**src/sv/qpud_pkg.sv**
```systemverilog
// shared types, character codes and helper functions for the query pair decoder
package qpud_pkg;

   localparam logic [7:0] CHAR_AMP   = 8'h26;
   localparam logic [7:0] CHAR_SEMI  = 8'h3b;
   localparam logic [7:0] CHAR_EQ    = 8'h3d;
   localparam logic [7:0] CHAR_PCT   = 8'h25;
   localparam logic [7:0] CHAR_PLUS  = 8'h2b;
   localparam logic [7:0] CHAR_SPACE = 8'h20;

   localparam int MAX_RES = 4;

   typedef enum logic [1:0] {
      KIND_KEY   = 2'd0,
      KIND_VALUE = 2'd1,
      KIND_END   = 2'd2
   } kind_type;

   typedef enum logic [1:0] {
      ESC_NONE = 2'd0,
      ESC_PCT  = 2'd1,
      ESC_HEX  = 2'd2
   } esc_type;

   typedef struct packed {
      kind_type   kind;
      logic [7:0] data;
      logic       done;
   } res_type;

   // results caused by one accepted byte
   typedef struct packed {
      logic [2:0]                count;
      res_type [MAX_RES-1:0]     res;
   } grp_type;

   typedef struct packed {
      logic full;
      logic empty;
   } qstat_type;

   function automatic logic hex_ok(logic [7:0] c);
      return (c >= 8'h30 && c <= 8'h39) || (c >= 8'h61 && c <= 8'h66) ||
             (c >= 8'h41 && c <= 8'h46);
   endfunction

   function automatic logic [3:0] hex_val(logic [7:0] c);
      logic [7:0] v;
      v = 8'h00;
      if (c >= 8'h30 && c <= 8'h39) v = c - 8'h30;
      else if (c >= 8'h61 && c <= 8'h66) v = c - 8'h57;
      else if (c >= 8'h41 && c <= 8'h46) v = c - 8'h37;
      return v[3:0];
   endfunction

   function automatic grp_type add_res(grp_type g, kind_type k, logic [7:0] d, logic dn);
      grp_type r;
      r = g;
      if (r.count < 3'd4) begin
         r.res[r.count[1:0]] = '{kind: k, data: d, done: dn};
         r.count = r.count + 3'd1;
      end
      return r;
   endfunction

   // pending escape goes out literally
   function automatic grp_type flush_esc(grp_type g, esc_type esc, logic [7:0] held,
                                         kind_type k);
      grp_type r;
      r = g;
      if (esc != ESC_NONE) r = add_res(r, k, CHAR_PCT, 1'b0);
      if (esc == ESC_HEX) r = add_res(r, k, held, 1'b0);
      return r;
   endfunction

endpackage

```
**src/sv/query_pair_url_decoder.sv**
```systemverilog
// top level of the query string pair decoder
//
//  channel   ports                                   transaction when
//  -------   -------------------------------------   -------------------------
//  request   req_in_byte, req_final_req              req_push  & !req_full
//  response  rsp_kind, rsp_data, rsp_run_last,       rsp_pop   & !rsp_empty
//            rsp_query_done
//
// one byte is taken per cycle while the queue has room; the parser turns it into a
// group of zero to four results in the same cycle and writes a group with results
// into a QUEUE_DEPTH entry queue; the serializer gives one result per cycle from the
// queue head while rsp_pop is high, so the byte rate is one per cycle while bytes
// yield at most one result each; a byte with more holds the output side until all pop
// req_full is the queue full flag; rsp_empty is the queue empty flag
// synchronous reset clears the parser state, queue pointers and result index
module query_pair_url_decoder #(
   parameter int QUEUE_DEPTH = 4
) (
   input  logic       clock,
   input  logic       reset,
   input  logic       req_push,
   output logic       req_full,
   input  logic [7:0] req_in_byte,
   input  logic       req_final_req,
   output logic       rsp_empty,
   input  logic       rsp_pop,
   output logic [1:0] rsp_kind,
   output logic [7:0] rsp_data,
   output logic       rsp_run_last,
   output logic       rsp_query_done
);
   import qpud_pkg::*;

   grp_type   front_grp;
   logic      front_valid;
   grp_type   head_grp;
   qstat_type q_stat;
   logic      accept;
   logic      deq;

   // a byte is taken whenever the queue has room
   assign accept    = req_push && !q_stat.full;
   assign req_full  = q_stat.full;
   assign rsp_empty = q_stat.empty;

   // parser and pair state
   qpud_front u_front (
      .clock     (clock),
      .reset     (reset),
      .in_byte   (req_in_byte),
      .final_req (req_final_req),
      .accept    (accept),
      .grp       (front_grp),
      .grp_valid (front_valid)
   );

   // groups with no result never enter the queue
   qpud_queue #(
      .DEPTH (QUEUE_DEPTH)
   ) u_queue (
      .clock    (clock),
      .reset    (reset),
      .push     (front_valid),
      .push_grp (front_grp),
      .pop      (deq),
      .head     (head_grp),
      .stat     (q_stat)
   );

   // result serializer
   qpud_back u_back (
      .clock      (clock),
      .reset      (reset),
      .head       (head_grp),
      .stat       (q_stat),
      .pop        (rsp_pop),
      .deq        (deq),
      .kind       (rsp_kind),
      .data       (rsp_data),
      .run_last   (rsp_run_last),
      .query_done (rsp_query_done)
   );

   // the string-closing mark is a pair end and the last result of its byte
   a_done_is_last_end: assert property (@(posedge clock) disable iff (reset)
      (!rsp_empty && rsp_query_done) |-> (rsp_kind == KIND_END && rsp_run_last))
      else $error("query_done on a result that is not a closing pair end");

   // a pair end is always the last result of its byte
   a_end_is_last: assert property (@(posedge clock) disable iff (reset)
      (!rsp_empty && rsp_kind == KIND_END) |-> rsp_run_last)
      else $error("pair end not marked as last result");

   // a full queue always has a result to give
   a_full_not_empty: assert property (@(posedge clock) disable iff (reset)
      req_full |-> !rsp_empty)
      else $error("queue full and empty at once");

   // a byte with results makes the response side non-empty next cycle
   a_push_shows: assert property (@(posedge clock) disable iff (reset)
      front_valid |=> !rsp_empty)
      else $error("queued group not visible");

endmodule

```
**src/sv/qpud_front.sv**
```systemverilog
// front end: parses one byte per cycle, when accepted, into a group of up to four results
module qpud_front (
   input  logic              clock,
   input  logic              reset,
   input  logic [7:0]        in_byte,
   input  logic              final_req,
   input  logic              accept,
   output qpud_pkg::grp_type grp,
   output logic              grp_valid
);
   import qpud_pkg::*;

   logic       value_part_ff, value_part_in;
   esc_type    esc_ff, esc_in;
   logic [7:0] held_ff, held_in;
   logic       seg_open_ff, seg_open_in;

   always_ff @(posedge clock) begin
      if (reset) begin
         value_part_ff <= 1'b0;
         esc_ff        <= ESC_NONE;
         held_ff       <= 8'h00;
         seg_open_ff   <= 1'b0;
      end else if (accept) begin
         value_part_ff <= value_part_in;
         esc_ff        <= esc_in;
         held_ff       <= held_in;
         seg_open_ff   <= seg_open_in;
      end
   end

   always_comb begin
      grp_type  g;
      logic     handled;
      kind_type k;
      g             = '0;
      handled       = 1'b0;
      value_part_in = value_part_ff;
      esc_in        = esc_ff;
      held_in       = held_ff;
      seg_open_in   = seg_open_ff;
      k             = value_part_ff ? KIND_VALUE : KIND_KEY;

      if (in_byte == CHAR_AMP || in_byte == CHAR_SEMI) begin
         g = flush_esc(g, esc_in, held_in, k);
         if (seg_open_in) g = add_res(g, KIND_END, 8'h00, final_req);
         esc_in        = ESC_NONE;
         held_in       = 8'h00;
         value_part_in = 1'b0;
         seg_open_in   = 1'b0;
      end else begin
         seg_open_in = 1'b1;
         unique case (esc_in)
            ESC_PCT: begin
               if (hex_ok(in_byte)) begin
                  held_in = in_byte;
                  esc_in  = ESC_HEX;
                  handled = 1'b1;
               end else begin
                  g       = flush_esc(g, esc_in, held_in, k);
                  esc_in  = ESC_NONE;
                  held_in = 8'h00;
               end
            end
            ESC_HEX: begin
               if (hex_ok(in_byte)) begin
                  g       = add_res(g, k, {hex_val(held_in), hex_val(in_byte)}, 1'b0);
                  handled = 1'b1;
               end else begin
                  g = flush_esc(g, esc_in, held_in, k);
               end
               esc_in  = ESC_NONE;
               held_in = 8'h00;
            end
            default: ;
         endcase
         if (!handled) begin
            if (in_byte == CHAR_PCT) esc_in = ESC_PCT;
            else if (in_byte == CHAR_EQ && !value_part_in) value_part_in = 1'b1;
            else if (in_byte == CHAR_PLUS) g = add_res(g, k, CHAR_SPACE, 1'b0);
            else g = add_res(g, k, in_byte, 1'b0);
         end
         if (final_req) begin
            // kind may have switched on an equals sign above
            k = value_part_in ? KIND_VALUE : KIND_KEY;
            g = flush_esc(g, esc_in, held_in, k);
            g = add_res(g, KIND_END, 8'h00, 1'b1);
         end
      end

      if (final_req) begin
         value_part_in = 1'b0;
         esc_in        = ESC_NONE;
         held_in       = 8'h00;
         seg_open_in   = 1'b0;
      end

      grp       = g;
      grp_valid = accept && (g.count != 3'd0);
   end

endmodule

```
**src/sv/qpud_queue.sv**
```systemverilog
// short queue of result groups between the parser and the serializer
module qpud_queue #(
   parameter int DEPTH = 4
) (
   input  logic                clock,
   input  logic                reset,
   input  logic                push,
   input  qpud_pkg::grp_type   push_grp,
   input  logic                pop,
   output qpud_pkg::grp_type   head,
   output qpud_pkg::qstat_type stat
);
   import qpud_pkg::*;

   localparam int PW = (DEPTH > 1) ? $clog2(DEPTH) : 1;
   localparam int CW = $clog2(DEPTH + 1);

   grp_type         mem_ff [DEPTH];
   logic [PW-1:0]   wr_ff, wr_in;
   logic [PW-1:0]   rd_ff, rd_in;
   logic [CW-1:0]   cnt_ff, cnt_in;
   logic            do_push, do_pop;

   assign stat.full  = (cnt_ff == CW'(DEPTH));
   assign stat.empty = (cnt_ff == '0);
   assign do_push    = push && !stat.full;
   assign do_pop     = pop && !stat.empty;
   assign head       = mem_ff[rd_ff];

   always_comb begin
      wr_in  = wr_ff;
      rd_in  = rd_ff;
      cnt_in = cnt_ff;
      if (do_push) wr_in = (wr_ff == PW'(DEPTH - 1)) ? '0 : wr_ff + PW'(1);
      if (do_pop)  rd_in = (rd_ff == PW'(DEPTH - 1)) ? '0 : rd_ff + PW'(1);
      if (do_push && !do_pop) cnt_in = cnt_ff + CW'(1);
      else if (do_pop && !do_push) cnt_in = cnt_ff - CW'(1);
   end

   always_ff @(posedge clock) begin
      if (reset) begin
         wr_ff  <= '0;
         rd_ff  <= '0;
         cnt_ff <= '0;
      end else begin
         wr_ff  <= wr_in;
         rd_ff  <= rd_in;
         cnt_ff <= cnt_in;
      end
   end

   always_ff @(posedge clock) begin
      if (do_push) mem_ff[wr_ff] <= push_grp;
   end

endmodule

```
**src/sv/qpud_back.sv**
```systemverilog
// back end: hands out the results of the head group one per pop
module qpud_back (
   input  logic                clock,
   input  logic                reset,
   input  qpud_pkg::grp_type   head,
   input  qpud_pkg::qstat_type stat,
   input  logic                pop,
   output logic                deq,
   output logic [1:0]          kind,
   output logic [7:0]          data,
   output logic                run_last,
   output logic                query_done
);
   import qpud_pkg::*;

   logic [1:0] idx_ff, idx_in;
   res_type    cur;
   logic       take;

   assign cur        = head.res[idx_ff];
   assign kind       = cur.kind;
   assign data       = cur.data;
   assign query_done = cur.done;
   assign run_last   = ({1'b0, idx_ff} == (head.count - 3'd1));
   assign take       = pop && !stat.empty;
   assign deq        = take && run_last;

   always_comb begin
      idx_in = idx_ff;
      if (take) idx_in = run_last ? 2'd0 : idx_ff + 2'd1;
   end

   always_ff @(posedge clock) begin
      if (reset) idx_ff <= 2'd0;
      else idx_ff <= idx_in;
   end

endmodule

```
**config.mk**
```make
export PLATFORM = sky130hd
export DESIGN_NAME = query_pair_url_decoder
export DESIGN_NICKNAME = d
export VERILOG_FILES = /design/src/sv/qpud_pkg.sv /design/src/sv/query_pair_url_decoder.sv /design/src/sv/qpud_front.sv /design/src/sv/qpud_queue.sv /design/src/sv/qpud_back.sv
export SDC_FILE = /design/constraint.sdc
export NUM_CORES = 1
export LEC_CHECK = 0
export ABC_AREA = 1
export BUFFER_PORTS_ARGS = -buffer_cell sky130_fd_sc_hd__buf_4
export CORE_ASPECT_RATIO = 1.4
export CORE_UTILIZATION = 36
export CTS_BUF_LIST = sky130_fd_sc_hd__clkbuf_4 sky130_fd_sc_hd__clkbuf_8
export DETAILED_ROUTE_END_ITERATION = 10
export PLACE_DENSITY = 0.58
export SYNTH_ARGS = -nofsm -noshare
export SYNTH_HDL_FRONTEND = slang
export SYNTH_SLANG_ARGS = --single-unit
```
**constraint.sdc**
```tcl
create_clock -name clock -period 12.2 [get_ports clock]
set_input_delay 1.83 -clock clock [delete_from_list [all_inputs] [get_ports clock]]
set_output_delay 1.83 -clock clock [all_outputs]
set_load 0.03 [all_outputs]
```
Word-level counts from Yosys, hierarchy flattened
Memory sizes are Yosys's and may differ from the RTL's. A register that Yosys moved wholly into a read port is not among the register bits. Index checks and enable logic that the tools add are counted.

Flip-flop bits (word level): 21. RAM bits: 188. Bits of input ports: 13. Output and inout port bits: 14. Word-level logic and storage cells: 209. Memories: 1.

Add/subtract/negate cells: 19. $lt $le $gt $ge: 34. Eq/ne operators: 12. Multiplexer cells: 96. Bitwise gates (word level): 3. Reduce and logical (&&, ||, !) cells: 36.

Memory list: u_queue.mem_ff (depth 4, width 47, read ports 1, clocked after Yosys merged registers in 1, write ports 1, line qpud_queue.sv:18) `grp_type mem_ff [DEPTH];`.

Operators by type and width (number): $mux 47 (31); $bwmux 44 (7); $demux 11 s2 (7); $pmux 47 s2 (1); $mux 11 (8); $mux 45 (1); $eq 8x6->1 const B (5); $and 36x36->36 (1); $not 36->36 (1); $ge 8x7->1 const B (4); $le 8x7->1 const B (4); $mux 8 (4); $add 3x1->3 const B (8); $lt 2x3->1 const B (8); $mux 4 (6); $bmux 11 s2 (1); $logic_and 1x1->1 (22); $mux 2 (11); $lt 3x3->1 const B (7); $ge 8x6->1 const B (2); $le 8x6->1 const B (2); $pmux 8 s2 (1); $sub 4x3->4 const B (4); $mux 1 (15); 17 further kinds (39).

Depth between registers and ports, before layout
Gate-level depths: netlist of run 1.

Depth after elaboration: 61. Gate-level depth with buffers: 42. Depth with buffers taken out: 42.

Hierarchy
A second synthesis of run 1 with hierarchy kept.

Cells, all modules: 1184. Area total of the unflattened synthesis: 11584.9 um^2.

Modules (own cells, without submodules): qpud_queue (times used 1, cells an instance 526, area an instance 7880.1 um^2, sequential area each 5825.6 um^2); qpud_front (times used 1, cells an instance 560, area an instance 3165.5 um^2, sequential area each 240.2 um^2); qpud_back (times used 1, cells an instance 96, area an instance 529.3 um^2, sequential area each 40.0 um^2); query_pair_url_decoder (times used 1, cells an instance 2, area an instance 10.0 um^2, sequential area each 0.0 um^2).

Worst setup path before layout of run 1
OpenSTA, ideal clock, no wires.

Kind: input-to-reg. Start point: input req_in_byte[0]. End point: memory u_queue.mem_ff[3][0] (netlist bit) (enable). Data arrival time: 7.162 ns. Data required time: 11.748 ns. Setup slack: 4.587 ns. Cell stages on the path: 28. Buffers on the path: 0. Cells stage by stage: inv_1 -> ha_1 -> o21ai_0 -> nand2_1 -> nand2_4 -> nand4_1 -> inv_1 -> ha_1 -> nand3_1 -> nand3_1 -> ha_1 -> nand3_1 -> nand2_1 -> inv_1 -> ha_1 -> nand2_2 -> nand2_1 -> inv_1 -> ha_1 -> inv_1 -> nor2_1 -> nor2_1 -> nand2_1 -> nand2_2 -> nor2_2 -> nand3_2 -> nand2_4 -> nor2_1.

RTL lines: start: declaration (line query_pair_url_decoder.sv:23) `input logic [7:0] req_in_byte,`; end: declaration (line qpud_queue.sv:18).

==> results.yml, run 1 <==
pwr:
  peakVddDrop_mv: 0.0605
  netSwitchingFraction: 0.316
  power_frac_comb: 0.236
  p_leak_nw: 4.37
  p_int_mw: 1.26
  power_density_mw_per_mm2: 152
  clkPwrFrac: 0.294
  p_seq_frac: 0.470
  p_sw_mw: 0.581
drt:
  drt_iter0_drc: 669
  avgViaCountPerCell: 5.51
  drt_drc_violations_left: 0
  drt-wirelength-per-cell_um: 19.9
  detail-route-antenna-nets: 0
  drt-pass1-iter-count: 6
  vias: 8479
  wl_um: 30700
cts:
  clk_pin_slew_ps: 60
  hold_buffers: 0
  cts_buffers: 31
  ctsResizeCount: 0
  clock-root-buffer: "clkbuf_8"
  h-tree-depth: 1
  cts_tree: "done"
  clock-sinks: 211
  clockBufferDepth: 3
  clk_latency_ps: 570
  cts_setup_buffers: 0
synthesis:
  synth_nets: 1159
  yosys.area_share.simple: 0.166
  synth_seq_cells: 211
  seq_area_frac_synth: 0.559
  syn_area_per_cell_um2: 9.86
  synth_top_family_by_area: "compound AO/OA/AOI/OAI gates"
  synth-edff-count: 188
  async_flop_share: 0
  synth_cell_type_count: 49
  synth_flop_cell: "edfxtp_1"
  mappedNetlistArea_mm2: 0.0109
  synthMuxAreaShare: 0
  syn_inst: 1108
  synth_compound_area_frac: 0.172
  synthAdderAreaFrac: 0.0442
  synth_xor_area_frac: 0.00481
  yosys_warnings: 0
finish:
  layout.cells.non_filler: 1540
  syn_to_final_growth_pct: 11.0
  nets: 1184
  n_antenna_cell: 0
  drive_gt1_frac: 0.125
place:
  hpwl_um: 20600
  dp_cells: 1485
  port_buffers: 26
  post-place-ws_ps: 4970
  globalplace.congestion: 0.959
grt:
  grt_max_degree: 84
  antenna_found_initial: 0
  grt_pass1_vias: 8345
  grtUsageTotal: 0.199
  grt_pass1_wl_um: 47100
  grt_overflow_total: 0
timing:
  finalHoldViolCount: 0
  finalCritPeriodShare: 0.548
  setup_tns_ps: 0
  drv_slew: 0
  max_freq_mhz: 150
  rsz0062_at_grt: "no"
  max-slew-margin-rel: 0.307
  worst_slack_ps: 5520
  period_minus_slack_ps: 6680
  clock-skew-final_ps: 20.4
  finalSetupViolCount: 0
  tightest_slew_ps: 1040
  hold_slack_ps: 497
die:
  dieArea_mm2: 0.0311
  fp.dieH_um: 208
  core_mm2: 0.0299
  start_util: 0.365
  row_count: 75
  die_x_um: 149
  ios: 27
worst_setup_path:
  cp-end-kind: "flop"
  crit_path_start: "req_in_byte[0]"
  cp.arrival_ps: 7130
  required_ps: 12640
  slowest_delay_ps: 430
  critPathKind: "primary input to flop"
  cp_slowest_cell: "fa_1"
  r2r-start: "u_front.esc_ff[0]"
  start_kind: "primary input"
  path_max_fanout: 10
  cp_common_cell: "inv_1"
status:
  status: "complete, no violations"
hold_path:
  min_path_type: "flop to flop"
  hold_path_startpoint: "u_queue.cnt_ff[0]"
run:
  cap_violations: 0
metal layers:
metal  share of wire  GRT usage  vias up
met2            0.50      0.347      248
li1                -          -     4023
met4           0.044     0.0922        0
met3           0.050     0.0241      104
met1            0.40      0.243     4104
met5               0          0        -
power by group through the flow:
| stage | sequential, mW | combinational (mW) | clock [mW] |
|---|---|---|---|
| 4_1_cts | 0.865 | 0.443 | 0.559 |
| 3_3_place_gp | 0.880 | 0.437 | 0 |
| 6_report | 0.865 | 0.435 | 0.541 |
| 5_1_grt | 0.870 | 0.480 | 0.583 |
| 2_1_floorplan | 0.878 | 0.292 | 0 |
| 3_5_place_dp | 0.880 | 0.440 | 0 |
worst paths after layout:
| kind | endpoint | slack (ps) | depth (start not counted) |
|---|---|---|---|
| max | u_queue.cnt_ff[2] | 5520 | 36 |
| min reg2reg | u_queue.cnt_ff[0] | 500 | 1 |
| min | u_queue.cnt_ff[0] | 500 | 1 |
| max reg2reg | u_queue.cnt_ff[2] | 5930 | 34 |
worst max-delay path: cells and delay by family:
kind	cells	cell delay, ps
buf+inv	8	870
simple gates	16	1830
compound gates	5	610
fa+ha+maj	7	1980
synth_stat cells (all sizes together), types with 8 or more instances:
cell type	number	share of area
o221ai	39	0.031
o31ai	8	0.0055
o211ai	18	0.012
inv	107	0.037
o21ai	135	0.062
edfxtp	188	0.52
nor2	158	0.059
o22ai	30	0.017
nor3	11	0.0050
nand3	54	0.032
dfxtp	23	0.042
a21oi	44	0.021
clkbuf	45	0.015
nand2	162	0.064
ha	37	0.042
state kept, by name, summed over array words and instances, names as in the netlist, named ones only:
signal                 count
u_front.esc_ff             2
u_queue.mem_ff           188
u_queue.wr_ff              2
u_back.idx_ff              2
u_queue.rd_ff              2
u_front.value_part_ff      1
u_front.held_ff            8
u_front.seg_open_ff        1
u_queue.cnt_ff             3
layout by cell type, fill, tap and decap left out, drive strengths merged, types with 2 or more instances in the layout:
cell      n
edfxtp  188
nand2   162
nor2    158
o21ai   135
inv     107
nand3    54
a21oi    44
o221ai   39
buf      38
clkbuf   38
ha       37
o22ai    30
dfxtp    23
o211ai   18
clkinv   17
nor3     11
o31ai     8
a32oi     7
a22oi     7
xor2      5
nand4     5
o32ai     3
nor4      3
a32o      2
o311ai    2
a31oi     2
cell type report:
class	instances	area (um^2)
Fill cell	2889	17800
Sequential cell	211	6110
Multi-Input combinational cell	742	4260
Tap cell	385	482
Clock buffer	38	479
Inverter	109	414
Timing Repair Buffer	38	285
Clock inverter	17	105
stage by stage:
| step | total power [mW] | utilization | area [um^2] |
|---|---|---|---|
| floorplan | 1.17 | - | 10900 |
| global placement | 1.32 | 0.386 | 11500 |
| detailed placement | 1.32 | 0.386 | 11500 |
| CTS | 1.87 | 0.405 | 12100 |
| global route | 1.93 | 0.405 | 12100 |
| finish | 1.84 | 0.405 | 12100 |
kinds of logic (layout without fill, tap and decap cells):
group | after synthesis | count (layout)
AND/OR/NAND/NOR | 394 | 394
AO/OA/AOI/OAI | 304 | 304
flip-flops | 211 | 211
buffers and inverters | 155 | 202
adder cells (fa/ha/maj) | 38 | 38
XOR/XNOR | 6 | 6
(Power assumes the default switching activity.)
==> inputs of run 2 (changes only) <==
==> constraint.sdc (replaced) <==
create_clock -name clock -period 6.55 [get_ports clock]
set_input_delay 0.9825 -clock clock [delete_from_list [all_inputs] [get_ports clock]]
set_output_delay 0.9825 -clock clock [all_outputs]
set_load 0.03 [all_outputs]
==> run 2 against run 1 <==
Routed wire length is 1.7% higher. Highest routed layer unchanged. Sequential share of layout area is 0.60 points lower. Clock power is 100% higher. Critical path type unchanged. Core utilization is 0.49 points higher. Final area is 1.2% higher.
==> results.yml, run 2 (same netlist as run 1, synthesis figures left out) <==
drt:
  drt_iter0_drc: 682
  wl_um: 31200
  avgViaCountPerCell: 5.51
  drt_drc_violations_left: 0
  drt-wirelength-per-cell_um: 20.2
  vias: 8511
  detail-route-antenna-nets: 0
  drt-pass1-iter-count: 5
cts:
  h-tree-depth: 2
  clock-sinks: 211
  clk_pin_slew_ps: 50
  clockBufferDepth: 3
  cts_tree: "done"
  clock-root-buffer: "clkbuf_8"
  cts_buffers: 34
  ctsResizeCount: 0
  hold_buffers: 0
  cts_setup_buffers: 0
  clk_latency_ps: 530
die:
  ios: 27
  fp.dieH_um: 208
  start_util: 0.365
  die_x_um: 149
  row_count: 75
  dieArea_mm2: 0.0311
  core_mm2: 0.0299
pwr:
  fin_total_pwr_mw: 3.53
  p_leak_nw: 4.42
  power_density_mw_per_mm2: 288
  peakVddDrop_mv: 0.108
grt:
  antenna_found_initial: 0
  grt_pass1_wl_um: 47900
  grt_overflow_total: 0
  grtUsageTotal: 0.205
  grt_max_degree: 83
  grt_pass1_vias: 8510
finish:
  mostFrequentLayoutCell: "edfxtp_1"
  n_antenna_cell: 0
  drive_gt1_frac: 0.131
  nets: 1189
  max_flop_register: "u_queue.mem_ff"
  syn_to_final_growth_pct: 12.4
  final_util: 0.410
  mostFrequentLayoutCells: "edfxtp_1 (188), nand2_1 (146), nor2_1 (143)"
  largest_reg_flops: 188
  top_regs: "u_queue.mem_ff x188, u_front.held_ff x8, u_queue.cnt_ff x3"
worst_setup_path:
  cp_slowest_cell: "fa_1"
  required_ps: 6970
  cp.arrival_ps: 6030
  cp-end-kind: "flop"
  slowest_delay_ps: 440
  critPathKind: "primary input to flop"
  start_kind: "primary input"
  path_max_fanout: 10
timing:
  finalSetupViolCount: 0
  finalCritPeriodShare: 0.857
  hold_slack_ps: 490
  max_freq_mhz: 178
  drv_slew: 0
  clock-skew-final_ps: 13.6
  finalHoldViolCount: 0
  rsz0062_at_grt: "no"
  tightest_slew_ps: 1140
  setup_tns_ps: 0
  max-slew-margin-rel: 0.240
  period_minus_slack_ps: 5610
place:
  hpwl_um: 20900
  globalplace.congestion: 0.964
  port_buffers: 26
run:
  cap_violations: 0
status:
  status: "complete, no violations"
hold_path:
  min_path_type: "flop to flop"
## run 2: cell types whose count changed in the layout (fill, tap and decap cells not counted)
| cell | delta |
|---|---|
| inv_6 | +2 |
| buf_4 | -3 |
| clkinv_2 | -4 |
| clkinv_1 | -2 |
| clkbuf_4 | +3 |
| clkinvlp_4 | +2 |
| clkbuf_8 | +3 |
| buf_12 | +5 |
## run 2: worst max-delay path, delay by kind of cell
family	cells	cell delay, ps
and+or+nand+nor	18	1850
adders and majority gates	7	2020
AOI/OAI and AO/OA	5	640
buffers and inverters	7	560
## run 2: final cells by class
cell class,instances,area [um^2]
Fill cell,2923,17700
Sequential cell,211,6110
Multi-Input combinational cell,742,4260
Clock buffer,44,543
Tap cell,385,482
Inverter,109,414
Timing Repair Buffer,40,363
Clock inverter,15,110
## run 2: path summary, 6_finish.rpt
check	startpoint	to	slack (ps)	cells past startpoint
worst min register to register	u_queue.cnt_ff[0]	u_queue.cnt_ff[0]	490	1
worst max register to register	u_front.esc_ff[0]	u_queue.cnt_ff[2]	1070	35
worst max-delay path	req_in_byte[0]	u_queue.cnt_ff[2]	940	37
worst min-delay path	u_queue.cnt_ff[0]	u_queue.cnt_ff[0]	490	1
## run 2: routing by layer
layer  global-route usage  wire length, um  part of all wire
met5                    0                0                 0
met4                0.120             1770             0.057
met3               0.0338             1590             0.051
met2                0.345            15300              0.49
met1                0.244            12600              0.40
## run 2: per-stage QoR
stage	setup slack [ps]	instance area [um^2]	instances
floorplan	-216	10900	1108
global placement	509	11600	1487
detailed placement	394	11600	1487
CTS	979	12300	1546
global route	439	12300	1546
finish	937	12300	1546
## run 2: report_power, final
group	leakage [nW]	switching (mW)	internal, mW
combinational	2.25	0.564	0.256
sequential	1.84	0.0392	1.58
clock	0.333	0.510	0.588
total	4.42	1.11	2.42
